==> config.mk <==
export PLATFORM = sky130hd
export DESIGN_NAME = lru_key_tracker
export DESIGN_NICKNAME = d
export VERILOG_FILES = /design/src/rtl/core/lkt_pkg.sv /design/src/rtl/core/lkt_ram.sv /design/src/rtl/core/lkt_ctrl.sv /design/src/rtl/core/lru_key_tracker.sv
export SDC_FILE = /design/constraint.sdc
export NUM_CORES = 1
export LEC_CHECK = 0
export ABC_AREA = 1
export BUFFER_PORTS_ARGS = -buffer_cell sky130_fd_sc_hd__buf_2
export CORE_ASPECT_RATIO = 0.9
export CORE_MARGIN = 2
export CORE_UTILIZATION = 44
export CTS_BUF_LIST = sky130_fd_sc_hd__clkbuf_16
export CTS_CLUSTER_SIZE = 30
export DETAILED_ROUTE_END_ITERATION = 16
export HOLD_SLACK_MARGIN = 0.15
export SYNTH_ARGS = -nofsm -noshare
export SYNTH_HDL_FRONTEND = slang
export SYNTH_SLANG_ARGS = --single-unit
export TNS_END_PERCENT = 1
==> constraint.sdc <==
create_clock -name clock -period 12.3 [get_ports clock]
set_input_delay 2.46 -clock clock [delete_from_list [all_inputs] [get_ports clock]]
set_output_delay 2.46 -clock clock [all_outputs]
set_load 0.05 [all_outputs]
==> src/rtl/core/lkt_pkg.sv <==
`default_nettype none

package lkt_pkg;

   // Capacity and stored key width
   localparam int LRU_DEPTH = 64;
   localparam int KEY_BITS  = 16;

   // Widths of the key fields on the ports
   localparam int PORT_KEY_W = 16;

   // Slot index / rank width and occupancy count width (count can hold LRU_DEPTH)
   localparam int IDX_W = $clog2(LRU_DEPTH);
   localparam int CNT_W = $clog2(LRU_DEPTH + 1);

   localparam logic [IDX_W-1:0] RANK_MAX  = IDX_W'(LRU_DEPTH - 1);
   localparam logic [CNT_W-1:0] CNT_FULL  = CNT_W'(LRU_DEPTH);
   localparam logic [CNT_W-1:0] LIMIT_ALL = CNT_W'(LRU_DEPTH);
   localparam logic [CNT_W-1:0] LIMIT_OLD = CNT_W'(LRU_DEPTH - 1);

   typedef enum logic [1:0] {
      ST_IDLE,
      ST_SCAN,
      ST_AGE,
      ST_FINISH
   } lkt_state_type;

   // Access bundle from the sequencer to the key and rank memories
   typedef struct packed {
      logic                rd_en;
      logic [IDX_W-1:0]    rd_addr;
      logic [IDX_W-1:0]    wr_addr;
      logic                key_we;
      logic [KEY_BITS-1:0] key_wdata;
      logic                rank_we;
      logic [IDX_W-1:0]    rank_wdata;
   } lkt_mem_req_type;

endpackage

`default_nettype wire

==> src/rtl/core/lkt_ram.sv <==
`default_nettype none

module lkt_ram #(
   parameter int DATA_W = 16,
   parameter int DEPTH  = 64,
   parameter int ADDR_W = $clog2(DEPTH)
) (
   input  wire logic              clock,
   input  wire logic              wr_en,
   input  wire logic [ADDR_W-1:0] wr_addr,
   input  wire logic [DATA_W-1:0] wr_data,
   input  wire logic              rd_en,
   input  wire logic [ADDR_W-1:0] rd_addr,
   output logic      [DATA_W-1:0] rd_data
);

   logic [DATA_W-1:0] mem [DEPTH];
   logic [DATA_W-1:0] rd_data_ff;

   // Write port
   always_ff @(posedge clock) begin
      if (wr_en) begin
         mem[wr_addr] <= wr_data;
      end
   end

   // Registered read port
   always_ff @(posedge clock) begin
      if (rd_en) begin
         rd_data_ff <= mem[rd_addr];
      end
   end

   assign rd_data = rd_data_ff;

endmodule

`default_nettype wire

==> src/rtl/core/lkt_ctrl.sv <==
`default_nettype none

module lkt_ctrl
   import lkt_pkg::*;
(
   input  wire logic                  clock,
   input  wire logic                  reset,
   input  wire logic                  start,
   output logic                       busy,
   input  wire logic [PORT_KEY_W-1:0] req_key_index,
   input  wire logic                  req_handle_ok,
   output logic                       rsp_strobe,
   output logic                       rsp_accepted,
   output logic                       rsp_was_hit,
   output logic                       rsp_did_evict,
   output logic      [PORT_KEY_W-1:0] rsp_evicted_key,
   output lkt_mem_req_type            mem_req,
   input  wire logic [KEY_BITS-1:0]   key_rdata,
   input  wire logic [IDX_W-1:0]      rank_rdata
);

   lkt_state_type state_ff, state_in;

   logic [CNT_W-1:0]    count_ff, count_in;
   logic [CNT_W-1:0]    addr_ff, addr_in;
   logic                pend_ff, pend_in;
   logic [IDX_W-1:0]    pidx_ff, pidx_in;
   logic [KEY_BITS-1:0] key_ff, key_in;
   logic                hit_ff, hit_in;
   logic [IDX_W-1:0]    hit_slot_ff, hit_slot_in;
   logic [IDX_W-1:0]    hit_rank_ff, hit_rank_in;
   logic [IDX_W-1:0]    lru_slot_ff, lru_slot_in;
   logic [KEY_BITS-1:0] lru_key_ff, lru_key_in;
   logic                evict_ff, evict_in;
   logic [CNT_W-1:0]    limit_ff, limit_in;
   logic [IDX_W-1:0]    target_ff, target_in;

   logic                  strobe_ff, strobe_in;
   logic                  acc_ff, acc_in;
   logic                  was_hit_ff, was_hit_in;
   logic                  did_evict_ff, did_evict_in;
   logic [PORT_KEY_W-1:0] ev_key_ff, ev_key_in;

   logic issue;
   logic full;
   logic pass_done;

   // Walk the occupied slots, one read beat per cycle
   assign issue     = ((state_ff == ST_SCAN) || (state_ff == ST_AGE)) && (addr_ff < count_ff);
   assign pass_done = !issue && !pend_ff;
   assign full      = (count_ff == CNT_FULL);

   // Next state
   always_comb begin
      state_in = state_ff;
      case (state_ff)
         ST_IDLE: begin
            if (start && req_handle_ok) begin
               state_in = ST_SCAN;
            end
         end
         ST_SCAN: begin
            if (pass_done) begin
               state_in = ST_AGE;
            end
         end
         ST_AGE: begin
            if (pass_done) begin
               state_in = ST_FINISH;
            end
         end
         ST_FINISH: begin
            state_in = ST_IDLE;
         end
         default: begin
            state_in = ST_IDLE;
         end
      endcase
   end

   // Datapath and memory accesses
   always_comb begin
      count_in     = count_ff;
      addr_in      = addr_ff;
      key_in       = key_ff;
      hit_in       = hit_ff;
      hit_slot_in  = hit_slot_ff;
      hit_rank_in  = hit_rank_ff;
      lru_slot_in  = lru_slot_ff;
      lru_key_in   = lru_key_ff;
      evict_in     = evict_ff;
      limit_in     = limit_ff;
      target_in    = target_ff;
      strobe_in    = 1'b0;
      acc_in       = acc_ff;
      was_hit_in   = was_hit_ff;
      did_evict_in = did_evict_ff;
      ev_key_in    = ev_key_ff;

      mem_req            = '0;
      mem_req.rd_en      = issue;
      mem_req.rd_addr    = addr_ff[IDX_W-1:0];
      mem_req.wr_addr    = pidx_ff;
      mem_req.key_wdata  = key_ff;

      pend_in = issue;
      pidx_in = addr_ff[IDX_W-1:0];
      if (issue) begin
         addr_in = addr_ff + CNT_W'(1);
      end

      case (state_ff)
         ST_IDLE: begin
            if (start) begin
               key_in  = KEY_BITS'(req_key_index);
               addr_in = '0;
               hit_in  = 1'b0;
               // Ignored item: answer at once with an all-zero beat
               if (!req_handle_ok) begin
                  strobe_in    = 1'b1;
                  acc_in       = 1'b0;
                  was_hit_in   = 1'b0;
                  did_evict_in = 1'b0;
                  ev_key_in    = '0;
               end
            end
         end
         ST_SCAN: begin
            // Look for the key and for the oldest slot
            if (pend_ff) begin
               if ((key_rdata == key_ff) && !hit_ff) begin
                  hit_in      = 1'b1;
                  hit_slot_in = pidx_ff;
                  hit_rank_in = rank_rdata;
               end
               if (rank_rdata == RANK_MAX) begin
                  lru_slot_in = pidx_ff;
                  lru_key_in  = key_rdata;
               end
            end
            // Choose the ageing limit and the slot that becomes most recent
            if (pass_done) begin
               addr_in  = '0;
               evict_in = !hit_ff && full;
               if (hit_ff) begin
                  limit_in  = CNT_W'(hit_rank_ff);
                  target_in = hit_slot_ff;
               end else if (full) begin
                  limit_in  = LIMIT_OLD;
                  target_in = lru_slot_ff;
               end else begin
                  limit_in  = LIMIT_ALL;
                  target_in = count_ff[IDX_W-1:0];
               end
            end
         end
         ST_AGE: begin
            // Age every slot younger than the limit, clear the target
            if (pend_ff) begin
               mem_req.rank_we = 1'b1;
               if (pidx_ff == target_ff) begin
                  mem_req.rank_wdata = '0;
               end else if (CNT_W'(rank_rdata) < limit_ff) begin
                  mem_req.rank_wdata = rank_rdata + IDX_W'(1);
               end else begin
                  mem_req.rank_wdata = rank_rdata;
               end
            end
         end
         ST_FINISH: begin
            // Place the key on a miss and mark the target most recent
            mem_req.wr_addr    = target_ff;
            mem_req.key_we     = !hit_ff;
            mem_req.rank_we    = 1'b1;
            mem_req.rank_wdata = '0;
            if (!hit_ff && !full) begin
               count_in = count_ff + CNT_W'(1);
            end
            strobe_in    = 1'b1;
            acc_in       = 1'b1;
            was_hit_in   = hit_ff;
            did_evict_in = evict_ff;
            ev_key_in    = evict_ff ? PORT_KEY_W'(lru_key_ff) : '0;
         end
         default: begin
         end
      endcase
   end

   // Control registers
   always_ff @(posedge clock) begin
      if (reset) begin
         state_ff  <= ST_IDLE;
         count_ff  <= '0;
         pend_ff   <= 1'b0;
         strobe_ff <= 1'b0;
      end else begin
         state_ff  <= state_in;
         count_ff  <= count_in;
         pend_ff   <= pend_in;
         strobe_ff <= strobe_in;
      end
   end

   // Payload registers
   always_ff @(posedge clock) begin
      addr_ff      <= addr_in;
      pidx_ff      <= pidx_in;
      key_ff       <= key_in;
      hit_ff       <= hit_in;
      hit_slot_ff  <= hit_slot_in;
      hit_rank_ff  <= hit_rank_in;
      lru_slot_ff  <= lru_slot_in;
      lru_key_ff   <= lru_key_in;
      evict_ff     <= evict_in;
      limit_ff     <= limit_in;
      target_ff    <= target_in;
      acc_ff       <= acc_in;
      was_hit_ff   <= was_hit_in;
      did_evict_ff <= did_evict_in;
      ev_key_ff    <= ev_key_in;
   end

   assign busy            = (state_ff != ST_IDLE);
   assign rsp_strobe      = strobe_ff;
   assign rsp_accepted    = acc_ff;
   assign rsp_was_hit     = was_hit_ff;
   assign rsp_did_evict   = did_evict_ff;
   assign rsp_evicted_key = ev_key_ff;

endmodule

`default_nettype wire

==> src/rtl/core/lru_key_tracker.sv <==
`default_nettype none

// Recency list of up to 64 keys. Pulse start with a key while busy is low;
// exactly one result beat follows on rsp_strobe for one cycle, and it must be
// taken then, as there is no way to hold it off. An item with handle_ok low
// changes nothing and answers on the next cycle. A valid item keeps busy high
// through one pass over the occupied slots of the key and rank memories to
// find the key and the oldest slot, a second read-modify-write pass over
// the rank memory to age the entries, and a final step that writes the
// key. busy falls in the cycle the result beat is shown, so the next item
// may start there.
module lru_key_tracker
   import lkt_pkg::*;
(
   input  wire logic                  clock,
   input  wire logic                  reset,
   input  wire logic                  start,
   output logic                       busy,
   input  wire logic [PORT_KEY_W-1:0] req_key_index,
   input  wire logic                  req_handle_ok,
   output logic                       rsp_strobe,
   output logic                       rsp_accepted,
   output logic                       rsp_was_hit,
   output logic                       rsp_did_evict,
   output logic      [PORT_KEY_W-1:0] rsp_evicted_key
);

   lkt_mem_req_type     mem_req;
   logic [KEY_BITS-1:0] key_rdata;
   logic [IDX_W-1:0]    rank_rdata;

   // Sequencer
   lkt_ctrl u_ctrl (
      .clock           (clock),
      .reset           (reset),
      .start           (start),
      .busy            (busy),
      .req_key_index   (req_key_index),
      .req_handle_ok   (req_handle_ok),
      .rsp_strobe      (rsp_strobe),
      .rsp_accepted    (rsp_accepted),
      .rsp_was_hit     (rsp_was_hit),
      .rsp_did_evict   (rsp_did_evict),
      .rsp_evicted_key (rsp_evicted_key),
      .mem_req         (mem_req),
      .key_rdata       (key_rdata),
      .rank_rdata      (rank_rdata)
   );

   // Key held in each slot
   lkt_ram #(
      .DATA_W (KEY_BITS),
      .DEPTH  (LRU_DEPTH)
   ) u_key_ram (
      .clock   (clock),
      .wr_en   (mem_req.key_we),
      .wr_addr (mem_req.wr_addr),
      .wr_data (mem_req.key_wdata),
      .rd_en   (mem_req.rd_en),
      .rd_addr (mem_req.rd_addr),
      .rd_data (key_rdata)
   );

   // Recency rank of each slot
   lkt_ram #(
      .DATA_W (IDX_W),
      .DEPTH  (LRU_DEPTH)
   ) u_rank_ram (
      .clock   (clock),
      .wr_en   (mem_req.rank_we),
      .wr_addr (mem_req.wr_addr),
      .wr_data (mem_req.rank_wdata),
      .rd_en   (mem_req.rd_en),
      .rd_addr (mem_req.rd_addr),
      .rd_data (rank_rdata)
   );

endmodule

`default_nettype wire

# Word-level counts from Yosys, hierarchy flattened
# Memory sizes are Yosys's and may differ from the RTL's. A register that Yosys moved wholly into a read port is not among the register bits.
# Index checks and enable logic that the tools add are counted.
# totals
regBits	108
ram_bits	1408
input_bits	20
output_inout_bits	21
wordCells	101
memories	2
# memory_table
memory	depth	width	rd	rd_clocked_by_memory_dff	wr	line	text
u_key_ram.mem	64	16	1	1	1	lkt_ram.sv:17	logic [DATA_W-1:0] mem [DEPTH];
u_rank_ram.mem	64	6	1	1	1	lkt_ram.sv:17	
# classes
n_addsub	3
n_lt_le_gt_ge	2
n_eq_ne	14
muxes	37
n_reduce_logical	23
# op_table
op	n
16-bit two-way mux	3
7-bit two-way mux	6
16-bit case mux with 2 select lines	1
6-bit two-way mux	5
7-bit case mux with 2 select lines	2
16-bit == test	1
7-bit by 1-bit adder with 7-bit output, second input constant	2
3-bit AND reduction	4
1-bit two-way mux	11
1-bit case mux with 2 select lines	5
2-bit by 1-bit inequality test with 1-bit output, second input constant	4
2-bit case mux with 4 select lines	1
7-bit == test, second input constant	1
6-bit by 7-bit less-than comparator with 1-bit output	1
7-bit less-than comparator	1
6-bit by 1-bit adder with 6-bit output, second input constant	1
6-bit == test	1
6-bit == test, second input constant	1
1-bit logical AND	6
2-bit two-way mux	3
2-bit inequality test, second input constant	3
2-bit AND reduction	3
2-bit nonzero test	3
2-bit == test, second input constant	2
5 further kinds	8

# Longest topological paths before layout
# logic_depth
ltp_word	7
mapped_depth	14

# Cells and area by module
# A second synthesis with hierarchy kept.
# hier_totals
hier_cells	5374
area_unflattened_um2	63166.8
# by_module_without_submodules
mod	n_inst	cells_each	area_per_inst_um2
lkt_ram (u_key_ram)	1	3517	42259.3
lkt_ram (u_rank_ram)	1	1376	15990.3
lkt_ctrl	1	481	4917.2

# Worst setup path after synthesis
# OpenSTA, ideal clock, no wires.
# synth_timing
path_kind	register to register
start	register u_rank_ram.rd_data_ff[5], in the netlist u_rank_ram.rd_data[5], read port of u_rank_ram.mem
end	memory u_rank_ram.mem[0][0] in the netlist's numbering (data pin)
setup_ps	682
arrival_time_ps	3675
required_ps	11618
path_slack_ps	7944
path_stages_with_launch	8
cell_sequence	edfxtp_1 -> ha_1 -> and3_1 -> nand3_1 -> nand2_1 -> inv_1 -> nor2_1 -> nor3_1
# synth_lines
item	line	text
start, declared	lkt_ram.sv:18	logic [DATA_W-1:0] rd_data_ff;
end, declared	lkt_ram.sv:17	

# Final worst setup path
# layout_timing
start	register u_ctrl.addr_ff[0]
end	register u_key_ram.rd_data_ff[7], in the netlist u_key_ram.rd_data[7], read port of u_key_ram.mem (data pin)
# layout_via
elab_chain_cells	2
# layout_rtl
item	line	text
start, declared	lkt_ctrl.sv:25	logic [CNT_W-1:0] addr_ff, addr_in;
start signal, assigned	lkt_ctrl.sv:207	addr_ff <= addr_in;
7-bit less-than comparator	lkt_ctrl.sv:49	assign issue = ((state_ff == ST_SCAN) || (state_ff == ST_AGE)) && (addr_ff < count_ff);
1-bit logical AND	lkt_ctrl.sv:49	
end, declared	lkt_ram.sv:18	
# Parallel ways exist; a longest one is shown, timed or not.
# A chain may end at the register's enable or synchronous reset.

==> flow_summary.ini <==
[outcome]
status = finished, final reports clean

[sta]
rsz0062_at_grt = no
final_hold_viol_count = 0
fin_worst_skew_ns = 0.0249
setup_viol = 0
max_slew.worst_pin.slew_ns = 1.23
final_max_slew_viol_count = 0
setup_ws_ns = 7.36
period_share = 0.402
post-route-min-period_ns = 4.94
max_freq_mhz = 202
timing.setup.tns_ns = 0
slew_headroom = 0.182

[synth]
ys_warn_count = 0
syn_avg_cell_area_um2 = 10.9
synth_area_um2 = 64600
syn_inst = 5945
synth_cell_types = 32
synth-seq-cells = 1538
syn-num-nets = 5985
yosysSeqAreaShare = 0.711

[grt]
grt_pass1_vias = 40100
grt_pass1_wl_um = 262000
antenna_found_initial = 6
grt_use_total = 0.233
grt_max_degree = 168
grt_overflow = 0

[worst_setup_path]
critical_path.cell_chain = buf_12 > buf_4 > buf_12 > buf_4 > nand2_1 > nand3_1 > nand3_1 > nand3_1 > nand2_1 > nand2_1 > nand2_1 > clkinv_1 > nand2_1
crit_slowest_cell = dfxtp_4
criticalPathCategory = reg -> reg
slowest_delay_ns = 0.83
critPathBufInv = 5
cpMostUsedCell = nand2_1
endpoint_kind = flop
arrival_ns = 5.48
cp_max_fo = 167
crit_required_ns = 12.84
worstSetupStartpointType = flop
crit_family = buffers and inverters
rrSetupSlack_ns = 7.36

[clock_network]
cts.path.max_buffers = 3
cts.sinks = 1538
cts_tree = yes
clk_latency_ns = 0.79
cts_setup_buffers = 0
h-tree-depth = 4
postCtsHoldBufs = 0
cts-root-buf = clkbuf_16
cts-buffers-inserted = 159
cts_resized = 0
path_clk_slew_ns = 0.06

[power_and_ir_drop]
leakage_nw = 27.6
pwr-share-clk = 0.352
pwr-share-comb = 0.166
switching_power_mw = 3.78
p_int_mw = 9.09
seqPwrFrac = 0.482
pwr_density_cell_nw_per_um2 = 180
ir_drop_v = 0.000152
sw_frac_of_total = 0.294
power.total_mw = 12.9

[floorplanning]
die_area_um2 = 150000
die_h_um = 367
fp.dieW_um = 408
placementRows = 133
core_um2 = 146000
start_util = 0.443
boundaryPins = 41

[route]
drt_iter0_markers = 5752
route.vias.total = 42700
wl_per_cell_um = 21.9
vias_per_cell = 5.30
antenna_left = 0
wirelength_um = 177000
firstDrtPassIters = 8
drc_errors = 0

[finish]
nets = 6008
area_growth_pct = 10.9
drive_gt1_frac = 0.0755
antenna_cells = 0
fin_util = 0.491

[place]
gp_congestion = 0.886
portBuffers = 40
place_ws_ns = 7.48
dp_hpwl_um = 102000

[flow_run]
drv_cap = 0

[worst_hold_path]
hold_path_class = reg -> reg
## worst paths after layout
kind,start,end,cells after the start
setup / recovery,u_ctrl.addr_ff[0],u_key_ram.rd_data[7],13
hold / removal,u_ctrl.addr_ff[4],u_ctrl.pidx_ff[4],0
setup reg to reg,u_ctrl.addr_ff[0],u_key_ram.rd_data[7],13
hold reg to reg,u_ctrl.addr_ff[4],u_ctrl.pidx_ff[4],0
## area by class of cell
| cell class | count | area (um^2) |
|---|---|---|
| clock buffers | 163 | 4080 |
| clock inverters | 122 | 787 |
| fillers | 13100 | 74300 |
| inverters | 495 | 1880 |
| multi-input cells | 3605 | 15300 |
| flip-flops and latches | 1538 | 46000 |
| well taps | 1957 | 2450 |
| repair buffers | 169 | 1220 |
## cells in the mapped netlist, drive strengths merged
cell type / count / area, um^2
nand3b: 4 / 30.0
buf: 245 / 1370
nand4: 6 / 37.5
nor3: 28 / 145
o22ai: 3 / 18.8
or2: 16 / 100
nand3: 814 / 4070
a21oi: 118 / 591
ha: 20 / 250
o21ai: 58 / 305
o211ai: 2 / 15.0
dfxtp: 24 / 480
clkinv: 11 / 41.3
clkbuf: 62 / 233
xor2: 9 / 78.8
edfxtp: 1514 / 45500
and3: 1 / 6.26
inv: 484 / 1820
nor2: 351 / 1350
nor4: 1 / 6.26
nand2: 2174 / 8180
## registers in the layout, summed over array words and instances, names as in the netlist, 2 cells and up
register / cells
u_ctrl.addr_ff: 7
u_ctrl.limit_ff: 7
u_ctrl.key_ff: 16
u_rank_ram.rd_data: 6
u_key_ram.mem: 1024
u_ctrl.state_ff: 2
u_ctrl.lru_key_ff: 16
u_ctrl.hit_rank_ff: 6
u_ctrl.hit_slot_ff: 6
u_ctrl.rsp_evicted_key: 16
u_ctrl.lru_slot_ff: 6
u_ctrl.pidx_ff: 6
u_ctrl.target_ff: 6
u_key_ram.rd_data: 16
u_ctrl.count_ff: 7
u_rank_ram.mem: 384
## logic make-up after synthesis
family	count (synthesis)	synth area share
adders and majority gates	20	0.00387
AOI/OAI and AO/OA	181	0.0144
buffers and inverters	802	0.0537
DFF	1538	0.711
and+or+nand+nor	3395	0.216
xor gates and xnor gates	9	0.00122
## power by group through the flow
stage               sequential [mW]  combinational, mW  clock, mW
floorplan                      6.37               1.29          0
finish                         6.20               2.14       4.54
global route                   6.21               2.35       4.80
CTS                            6.20               2.14       4.60
global placement               6.31               2.12          0
detailed placement             6.31               2.13          0
## placed cells by master (no fill, tap or decap), drive strengths merged, types with 3 or more instances in the layout
master / instances
nand2: 2174
edfxtp: 1514
nand3: 814
inv: 527
nor2: 351
buf: 169
clkbuf: 163
a21oi: 118
clkinv: 81
o21ai: 58
nor3: 28
dfxtp: 24
ha: 20
or2: 16
xor2: 9
nand4: 6
bufinv: 6
nand3b: 4
o22ai: 3
clkinvlp: 3
## routing by layer
metal / vias up / wire, um / global-route usage
li1: 19900 / - / -
met5: - / 0 / 0
met4: 0 / 4520 / 0.0699
met3: 276 / 15400 / 0.0382
met1: 20600 / 77700 / 0.346
met2: 1854 / 78900 / 0.351
## metrics by stage
step           area, um^2  std cells  hold WS [ns]
6_report            71700       8049         0.487
3_3_place_gp        66800       7764         0.462
2_1_floorplan       64600       5945         0.352
5_1_grt             71700       8049         0.488
4_1_cts             71700       8049         0.477
3_5_place_dp        66800       7764         0.462
Note: power is estimated with default switching activity, not from simulation.
